==> config.mk <==
export PLATFORM = sky130hd
export DESIGN_NAME = ascii_integer_parser_top_flat
export DESIGN_NICKNAME = d
export VERILOG_FILES = /design/src/rtl/aip_pkg.sv /design/src/rtl/aip_channels_if.sv /design/src/rtl/ascii_integer_parser_top.sv /design/src/flat_wrapper.sv
export SDC_FILE = /design/constraint.sdc
export NUM_CORES = 1
export LEC_CHECK = 0
export ABC_CLOCK_PERIOD_IN_PS = 10750
export BUFFER_PORTS_ARGS = -buffer_cell sky130_fd_sc_hd__buf_4
export CAP_MARGIN = 20
export CORE_AREA = 2 2 197 237
export DETAILED_ROUTE_END_ITERATION = 7
export DIE_AREA = 0 0 199 239
export PLACE_DENSITY = 0.64
export SLEW_MARGIN = 20
export SYNTH_ARGS = -nofsm -noshare
export SYNTH_HDL_FRONTEND = slang
export SYNTH_SLANG_ARGS = --single-unit
export TNS_END_PERCENT = 5
==> constraint.sdc <==
create_clock -name clock -period 10.75 [get_ports clock]
set_input_delay 2.15 -clock clock [delete_from_list [all_inputs] [get_ports clock]]
set_output_delay 2.15 -clock clock [all_outputs]
set_load 0.03 [all_outputs]
==> src/rtl/aip_pkg.sv <==
// Shared types, codes and constants for the ASCII integer parser.
`timescale 1ns / 1ps

package aip_pkg;

   // Character counter saturation limit and the counter width it needs
   localparam int unsigned COUNT_MAX   = 255;
   localparam int unsigned COUNT_WIDTH = $clog2(COUNT_MAX + 1);

   // Widths of the transfer fields and the register port
   localparam int unsigned CHAR_WIDTH   = 8;
   localparam int unsigned VALUE_WIDTH  = 64;
   localparam int unsigned OUT_CNT_WIDTH = 8;
   localparam int unsigned OUT_CNT_MAX   = 255;
   localparam int unsigned CSR_IDX_WIDTH  = 2;
   localparam int unsigned CSR_DATA_WIDTH = 2;

   // ASCII codes the parser reacts to
   localparam logic [CHAR_WIDTH-1:0] CHAR_ZERO  = 8'h30;
   localparam logic [CHAR_WIDTH-1:0] CHAR_NINE  = 8'h39;
   localparam logic [CHAR_WIDTH-1:0] CHAR_SEVEN = 8'h37;
   localparam logic [CHAR_WIDTH-1:0] CHAR_MINUS = 8'h2D;
   localparam logic [CHAR_WIDTH-1:0] CHAR_PLUS  = 8'h2B;

   // Range limits of the result formats
   localparam logic [VALUE_WIDTH-1:0] LIMIT_U32     = 64'h0000_0000_FFFF_FFFF;
   localparam logic [VALUE_WIDTH-1:0] LIMIT_U64     = 64'hFFFF_FFFF_FFFF_FFFF;
   localparam logic [VALUE_WIDTH-1:0] LIMIT_I32_POS = 64'h0000_0000_7FFF_FFFF;
   localparam logic [VALUE_WIDTH-1:0] LIMIT_I32_NEG = 64'h0000_0000_8000_0000;
   localparam logic [VALUE_WIDTH-1:0] LIMIT_I64_POS = 64'h7FFF_FFFF_FFFF_FFFF;
   localparam logic [VALUE_WIDTH-1:0] LIMIT_I64_NEG = 64'h8000_0000_0000_0000;

   typedef enum logic [1:0] {
      STATUS_OK        = 2'd0,
      STATUS_NO_DIGITS = 2'd1,
      STATUS_BAD_CHAR  = 2'd2,
      STATUS_RANGE     = 2'd3
   } status_type;

   typedef enum logic [1:0] {
      FMT_U32 = 2'd0,
      FMT_U64 = 2'd1,
      FMT_I32 = 2'd2,
      FMT_I64 = 2'd3
   } format_type;

   typedef enum logic [CSR_IDX_WIDTH-1:0] {
      CSR_NUMBER_FORMAT = 2'd0,
      CSR_OCTAL_BASE    = 2'd1,
      CSR_PREFIX_MODE   = 2'd2,
      CSR_ALLOW_PLUS    = 2'd3
   } csr_index_type;

   // Largest magnitude allowed for a format and sign
   function automatic logic [VALUE_WIDTH-1:0] format_limit(input format_type fmt,
                                                           input logic negative);
      logic [VALUE_WIDTH-1:0] lim;
      unique case (fmt)
         FMT_U32: lim = LIMIT_U32;
         FMT_U64: lim = LIMIT_U64;
         FMT_I32: lim = negative ? LIMIT_I32_NEG : LIMIT_I32_POS;
         FMT_I64: lim = negative ? LIMIT_I64_NEG : LIMIT_I64_POS;
         default: lim = LIMIT_U64;
      endcase
      return lim;
   endfunction

endpackage

==> src/rtl/aip_channels_if.sv <==
// Valid/ready channel interfaces for the parser's character and result transfers.
`timescale 1ns / 1ps

interface aip_req_if;
   logic                             valid;
   logic                             ready;
   logic [aip_pkg::CHAR_WIDTH-1:0]   char_code;
   logic                             last_char;

   modport source (output valid, output char_code, output last_char, input ready);
   modport sink   (input valid, input char_code, input last_char, output ready);
   modport monitor (input valid, input char_code, input last_char, input ready);
endinterface

interface aip_rsp_if;
   logic                               valid;
   logic                               ready;
   logic [aip_pkg::VALUE_WIDTH-1:0]    parsed_value;
   logic [1:0]                         parse_status;
   logic [aip_pkg::OUT_CNT_WIDTH-1:0]  chars_consumed;

   modport source (output valid, output parsed_value, output parse_status,
                   output chars_consumed, input ready);
   modport sink   (input valid, input parsed_value, input parse_status,
                   input chars_consumed, output ready);
   modport monitor (input valid, input parsed_value, input parse_status,
                    input chars_consumed, input ready);
endinterface

==> src/rtl/ascii_integer_parser_top.sv <==
// The result is registered: it appears in the cycle after the transfer of the last character.
// Throughput: one character per cycle; the multiply by 8 or 10, the digit add
// and the range compare of the 64-bit accumulator form one combinational path.
// A new character is taken whenever the result register is empty or drains.
// Reset is synchronous and active high: it clears the parse state, drops any
// pending result and restores format u64, decimal, whole-string, plus allowed.
`timescale 1ns / 1ps

module ascii_integer_parser_top (
   input  logic                                  clock,
   input  logic                                  reset,
   aip_req_if.sink                               req_chan,
   aip_rsp_if.source                             rsp_chan,
   input  logic                                  csr_wr_en,
   input  logic [aip_pkg::CSR_IDX_WIDTH-1:0]     csr_index,
   input  logic [aip_pkg::CSR_DATA_WIDTH-1:0]    csr_wr_data
);

   localparam int unsigned VW = aip_pkg::VALUE_WIDTH;
   localparam int unsigned CW = aip_pkg::COUNT_WIDTH;

   // Configuration registers
   aip_pkg::format_type number_format_ff;
   logic                octal_base_ff;
   logic                prefix_mode_ff;
   logic                allow_plus_ff;

   // Parse state
   logic [VW-1:0]       magnitude_ff, magnitude_in;
   logic                negative_ff, negative_in;
   logic [CW-1:0]       position_ff, position_in;
   logic                digit_seen_ff, digit_seen_in;
   logic                stopped_ff, stopped_in;
   aip_pkg::status_type error_ff, error_in;

   // Result register
   logic                                 rsp_valid_ff, rsp_valid_in;
   logic [VW-1:0]                        rsp_value_ff, rsp_value_in;
   aip_pkg::status_type                  rsp_status_ff, rsp_status_in;
   logic [aip_pkg::OUT_CNT_WIDTH-1:0]    rsp_count_ff, rsp_count_in;

   logic                    req_fire;
   logic                    active;
   logic                    is_sign;
   logic                    is_digit;
   logic [7:0]              top_char;
   logic [3:0]              digit;
   logic [VW+3:0]           product;
   logic [VW+4:0]           candidate;
   logic [VW-1:0]           limit;
   logic                    overflow;
   logic [CW-1:0]           position_inc;
   logic [CW+7:0]           position_wide;

   assign req_chan.ready = !rsp_valid_ff || rsp_chan.ready;
   assign req_fire       = req_chan.valid && req_chan.ready;

   assign rsp_chan.valid          = rsp_valid_ff;
   assign rsp_chan.parsed_value   = rsp_value_ff;
   assign rsp_chan.parse_status   = rsp_status_ff;
   assign rsp_chan.chars_consumed = rsp_count_ff;

   // Write configuration registers
   always_ff @(posedge clock) begin
      if (reset) begin
         number_format_ff <= aip_pkg::FMT_U64;
         octal_base_ff    <= 1'b0;
         prefix_mode_ff   <= 1'b0;
         allow_plus_ff    <= 1'b1;
      end else if (csr_wr_en) begin
         unique case (aip_pkg::csr_index_type'(csr_index))
            aip_pkg::CSR_NUMBER_FORMAT: begin
               number_format_ff <= aip_pkg::format_type'(csr_wr_data[1:0]);
            end
            aip_pkg::CSR_OCTAL_BASE:  octal_base_ff  <= csr_wr_data[0];
            aip_pkg::CSR_PREFIX_MODE: prefix_mode_ff <= csr_wr_data[0];
            aip_pkg::CSR_ALLOW_PLUS:  allow_plus_ff  <= csr_wr_data[0];
            default: ;
         endcase
      end
   end

   // Classify the incoming character
   always_comb begin
      active   = (error_ff == aip_pkg::STATUS_OK) && !stopped_ff;
      top_char = octal_base_ff ? aip_pkg::CHAR_SEVEN : aip_pkg::CHAR_NINE;
      is_sign  = (position_ff == '0) && number_format_ff[1] &&
                 ((req_chan.char_code == aip_pkg::CHAR_MINUS) ||
                  ((req_chan.char_code == aip_pkg::CHAR_PLUS) && allow_plus_ff));
      is_digit = (req_chan.char_code >= aip_pkg::CHAR_ZERO) &&
                 (req_chan.char_code <= top_char);
      digit    = req_chan.char_code[3:0];
   end

   // Scale the accumulator, add the digit and check the format range
   always_comb begin
      if (octal_base_ff) begin
         product = {1'b0, magnitude_ff, 3'b000};
      end else begin
         product = {1'b0, magnitude_ff, 3'b000} + {3'b000, magnitude_ff, 1'b0};
      end
      candidate = {1'b0, product} + {{(VW+1){1'b0}}, digit};
      limit     = aip_pkg::format_limit(number_format_ff, negative_ff);
      overflow  = candidate > {5'b00000, limit};
   end

   assign position_inc = (position_ff < CW'(aip_pkg::COUNT_MAX)) ?
                         position_ff + 1'b1 : position_ff;

   // Advance the parse state on each character transfer while parsing is active
   always_comb begin
      magnitude_in  = magnitude_ff;
      negative_in   = negative_ff;
      position_in   = position_ff;
      digit_seen_in = digit_seen_ff;
      stopped_in    = stopped_ff;
      error_in      = error_ff;
      if (req_fire && active) begin
         priority if (is_sign) begin
            negative_in = (req_chan.char_code == aip_pkg::CHAR_MINUS);
            position_in = position_inc;
         end else if (is_digit && overflow) begin
            error_in = aip_pkg::STATUS_RANGE;
         end else if (is_digit) begin
            magnitude_in  = candidate[VW-1:0];
            digit_seen_in = 1'b1;
            position_in   = position_inc;
         end else if (prefix_mode_ff) begin
            stopped_in = 1'b1;
         end else begin
            error_in = aip_pkg::STATUS_BAD_CHAR;
         end
      end
   end

   // Form the result from the updated state
   always_comb begin
      position_wide = {8'h00, position_in};
      rsp_count_in  = (position_wide > (CW + 8)'(aip_pkg::OUT_CNT_MAX)) ?
                      aip_pkg::OUT_CNT_WIDTH'(aip_pkg::OUT_CNT_MAX) :
                      position_wide[aip_pkg::OUT_CNT_WIDTH-1:0];
      rsp_value_in  = '0;
      priority if (error_in != aip_pkg::STATUS_OK) begin
         rsp_status_in = error_in;
      end else if (!digit_seen_in) begin
         rsp_status_in = aip_pkg::STATUS_NO_DIGITS;
      end else begin
         rsp_status_in = aip_pkg::STATUS_OK;
         rsp_value_in  = negative_in ? (VW'(0) - magnitude_in) : magnitude_in;
      end
      rsp_valid_in = (req_fire && req_chan.last_char) ||
                     (rsp_valid_ff && !rsp_chan.ready);
   end

   // Hold parse state; clear it after the last character
   always_ff @(posedge clock) begin
      if (reset || (req_fire && req_chan.last_char)) begin
         magnitude_ff  <= '0;
         negative_ff   <= 1'b0;
         position_ff   <= '0;
         digit_seen_ff <= 1'b0;
         stopped_ff    <= 1'b0;
         error_ff      <= aip_pkg::STATUS_OK;
      end else begin
         magnitude_ff  <= magnitude_in;
         negative_ff   <= negative_in;
         position_ff   <= position_in;
         digit_seen_ff <= digit_seen_in;
         stopped_ff    <= stopped_in;
         error_ff      <= error_in;
      end
   end

   // Load the result register on the last character
   always_ff @(posedge clock) begin
      if (reset) begin
         rsp_valid_ff <= 1'b0;
      end else begin
         rsp_valid_ff <= rsp_valid_in;
      end
   end

   always_ff @(posedge clock) begin
      if (req_fire && req_chan.last_char) begin
         rsp_value_ff  <= rsp_value_in;
         rsp_status_ff <= rsp_status_in;
         rsp_count_ff  <= rsp_count_in;
      end
   end

endmodule

==> src/flat_wrapper.sv <==
// flat-port wrapper written by rule: the top's interface ports become plain ports
module ascii_integer_parser_top_flat 
  (clock, reset, csr_wr_en, csr_index, csr_wr_data, req_chan_valid, req_chan_char_code, req_chan_last_char, req_chan_ready, rsp_chan_valid, rsp_chan_parsed_value, rsp_chan_parse_status, rsp_chan_chars_consumed, rsp_chan_ready);
  aip_req_if req_chan_i ();
  aip_rsp_if rsp_chan_i ();
  input  logic clock;
  input  logic reset;
  input  logic csr_wr_en;
  input  logic [aip_pkg::CSR_IDX_WIDTH-1:0] csr_index;
  input  logic [aip_pkg::CSR_DATA_WIDTH-1:0] csr_wr_data;
  input wire logic [$bits(req_chan_i.valid)-1:0] req_chan_valid;
  input wire logic [$bits(req_chan_i.char_code)-1:0] req_chan_char_code;
  input wire logic [$bits(req_chan_i.last_char)-1:0] req_chan_last_char;
  output wire logic [$bits(req_chan_i.ready)-1:0] req_chan_ready;
  output wire logic [$bits(rsp_chan_i.valid)-1:0] rsp_chan_valid;
  output wire logic [$bits(rsp_chan_i.parsed_value)-1:0] rsp_chan_parsed_value;
  output wire logic [$bits(rsp_chan_i.parse_status)-1:0] rsp_chan_parse_status;
  output wire logic [$bits(rsp_chan_i.chars_consumed)-1:0] rsp_chan_chars_consumed;
  input wire logic [$bits(rsp_chan_i.ready)-1:0] rsp_chan_ready;
  assign req_chan_i.valid = req_chan_valid;
  assign req_chan_i.char_code = req_chan_char_code;
  assign req_chan_i.last_char = req_chan_last_char;
  assign req_chan_ready = req_chan_i.ready;
  assign rsp_chan_valid = rsp_chan_i.valid;
  assign rsp_chan_parsed_value = rsp_chan_i.parsed_value;
  assign rsp_chan_parse_status = rsp_chan_i.parse_status;
  assign rsp_chan_chars_consumed = rsp_chan_i.chars_consumed;
  assign rsp_chan_i.ready = rsp_chan_ready;
  ascii_integer_parser_top u_core (.clock(clock), .reset(reset), .req_chan(req_chan_i), .rsp_chan(rsp_chan_i), .csr_wr_en(csr_wr_en), .csr_index(csr_index), .csr_wr_data(csr_wr_data));
endmodule
==> impl_metrics.json <==
{
  "cts_buffers": 17,
  "fmaxAchievable_mhz": 98.9,
  "worstSetupPathType": "register to register",
  "setup_viol_count_final": 0,
  "synthArstFlopShare_pct": 0,
  "initial_core_util_pct": 39.4,
  "avgSynthCellArea_um2": 7.79,
  "synth_ff_type": "dfxtp_1",
  "h-tree-depth": 4,
  "seq_area_mm2": 0.00389,
  "hpwl_um": 54100,
  "ys_ff_latch": 157,
  "die_area_mm2": 0.0476,
  "num-fill-cells": 4638,
  "grt_pass1_vias": 17600,
  "arrival_ns": 10.30,
  "hold_violations": 0,
  "post-route-drc-count": 0,
  "yosysMostFrequentCell": "nor2_1",
  "synth_largest_type_area_fraction_pct": 12.4,
  "rows": 86,
  "fin_nets": 2499,
  "fin_cells": 2973,
  "worst_path_most_repeated_cell": "a21o_1",
  "cp_num_buf_inv": 4,
  "cap_violations": 0,
  "p_leak_nw": 7.55,
  "globalRouteOverflowTotal": 0,
  "max-vdd-ir-drop_mv": 0.103,
  "synth_largest_area_cell": "edfxtp_1",
  "clk_pin_slew_ns": 0.07,
  "r2r_slack_ns": 0.64,
  "port_buffers": 93,
  "cp_top_family": "compound AO/OA/AOI/OAI gates",
  "max_slew_margin_pct": 33.9,
  "viasPerCell": 6.31,
  "clock_skew_ns": 0.0187,
  "dp_cells": 2938,
  "worstSkewPairLatency_ns": 0.45,
  "grt_max_degree": 78,
  "cts.sinks": 157,
  "hold_start": "u_core.stopped_ff",
  "critPathMaxFanout": 8,
  "track_usage_pct": 27.7,
  "max_stage_delay_ns": 0.57,
  "cp-end-kind": "register",
  "drt_first_pass_iters": 6,
  "multi_input_area_mm2": 0.0135,
  "yosys-top-cells-area": "edfxtp_1 (12%), ha_1 (9.4%), dfxtp_1 (9.3%)",
  "vias": 18800,
  "drive_above_1_share_pct": 13.1,
  "hold_depth": 2,
  "status": "finished, final reports clean",
  "pre_cts_slack_ns": 0.000325,
  "fin_ws_ns": 0.637,
  "rr_worst_depth": 42,
  "p_per_area_mw_per_mm2": 70.5,
  "pin_count": 94,
  "synth_cells": 2301,
  "synth_edf_count": 74,
  "cts.path.max_buffers": 2,
  "fp.dieH_um": 239,
  "cts_tree": "built",
  "coreArea_mm2": 0.0455,
  "antenna_left": 0,
  "tightest_slew_ns": 0.991,
  "holdPathEnd": "u_core.stopped_ff",
  "routedWlPerCell_um": 22.8,
  "r2r-end": "u_core.rsp_chan.parsed_value[62]",
  "drt-total-wl_um": 67700,
  "syn-cell-area_mm2": 0.0179,
  "fin_crit_sh_pct": 94.1,
  "required_ns": 10.93,
  "start_kind": "register",
  "worst_path_max_delay_cell": "dfxtp_1",
  "synth_commonest_cells": "nor2_1 (326), nand2_1 (190), a21oi_1 (165), ha_1 (135), o21ai_0 (104)",
  "area_growth_pct": 11.0,
  "setup_tns_ns": 0,
  "syn_nets": 2456,
  "antenna_found_initial": 0,
  "seq_area_frac_synth_pct": 21.7,
  "whs_ns": 0.485,
  "die_w_um": 199,
  "place.gp.congestion": 0.998,
  "diodes": 0,
  "ys_warn_count": 0,
  "synth_cell_types": 116,
  "drv_slew": 0,
  "drt_iter0_markers": 1754,
  "clockRootBuffer": "clkbuf_16",
  "hp-class": "register to register",
  "finalCriticalPeriod_ns": 10.11,
  "rsz0062_at_grt": "false",
  "grt_pass1_wl_um": 102000,
  "r2r-start": "u_core.magnitude_ff[5]"
}
## final cells by class
cell class,count,share of cell area [%]
multi-input cells,1995,67.6
repair buffers,143,5.45
flip-flops and latches,157,19.5
well taps,616,3.87
inverters,30,0.565
clock buffers,17,2.14
clock inverters,15,0.886
## flip-flops by register name, summed over array words and instances, names as in the netlist, 2 cells and up
signal                          flops
u_core.rsp_chan.chars_consumed      8
u_core.magnitude_ff                64
u_core.position_ff                  8
u_core.error_ff                     2
u_core.number_format_ff             2
u_core.rsp_chan.parsed_value       64
u_core.rsp_chan.parse_status        2
## logic make-up (layout without fill, tap and decap cells)
logic type,after synthesis,in the layout,share of synthesized area (%)
AO/OA/AOI/OAI,596,597,22.5
flip-flops,157,157,21.7
buffers and inverters,150,205,4.00
XOR/XNOR,150,150,7.45
AND/OR/NAND/NOR,1011,1011,28.7
multiplexers,100,100,6.09
adder cells (fa/ha/maj),137,137,9.64
## metal layers
metal	track usage (%)	part of all wire (%)	vias to the layer above	wire, um
met5	0	0	-	0
met4	13.6	4.8	0	3260
met3	3.17	6.5	195	4380
met2	46.0	47	827	31600
met1	35.6	42	9005	28500
li1	-	-	8745	-
## worst register-to-register path: cells and delay by family, from the launching register on
kind | cells | cell delay [ns]
compound gates | 16 | 3.80
simple gates | 17 | 3.45
fa+ha+maj | 3 | 1.07
flops | 1 | 0.57
buf+inv | 4 | 0.55
xor+xnor | 2 | 0.41
## per-stage QoR
| step | cell area [um^2] | total power [mW] | utilization (%) |
|---|---|---|---|
| after floorplan | 17900 | 0.742 | - |
| after global placement | 19200 | 0.788 | 42.2 |
| after detailed placement | 19200 | 0.790 | 42.2 |
| after CTS | 19800 | 1.41 | 43.5 |
| after global routing | 19900 | 1.44 | 43.8 |
| final | 19900 | 1.40 | 43.8 |
## power breakdown
group / internal (mW) / switching [mW]
clock: 0.333 / 0.291
sequential: 0.635 / 0.00579
combinational: 0.0463 / 0.0922
total: 1.01 / 0.389
## how the worst max path moves through the flow
stage                                      start                          endpoint  slack [ns]  cells past startpoint
after floorplan             u_core.octal_base_ff  u_core.rsp_chan.parsed_value[62]        0.52                     51
after global placement     req_chan_char_code[2]  u_core.rsp_chan.parsed_value[62]        0.25                     43
after detailed placement   req_chan_char_code[2]  u_core.rsp_chan.parsed_value[62]      0.0003                     43
after CTS                 u_core.magnitude_ff[0]  u_core.rsp_chan.parsed_value[62]        0.41                     43
after global routing      u_core.magnitude_ff[5]  u_core.rsp_chan.parsed_value[62]        0.04                     42
final                     u_core.magnitude_ff[5]  u_core.rsp_chan.parsed_value[62]        0.64                     42
## cells in the final DEF (no fill, tap or decap), types with 34 or more instances in the layout
cell type and count:
edfxtp_1 74, nor3_1 57, ha_1 135, o21ai_0 104, mux2i_1 65, nand4_1 97, xor2_1 85, xnor2_1 62
nand3_1 83, a21oi_1 165, buf_4 142, a31oi_1 39, nor4_1 34, nand2_1 190, nor2_1 326, a21o_1 48
dfxtp_1 82
## repair_timing
action,in CTS,in global routing
hold buffers,0,0
endpoints found under the hold margin,0,0
gates resized for setup,0,13
setup buffers,0,2
setup endpoints to repair,0,11
(Power assumes the default switching activity.)
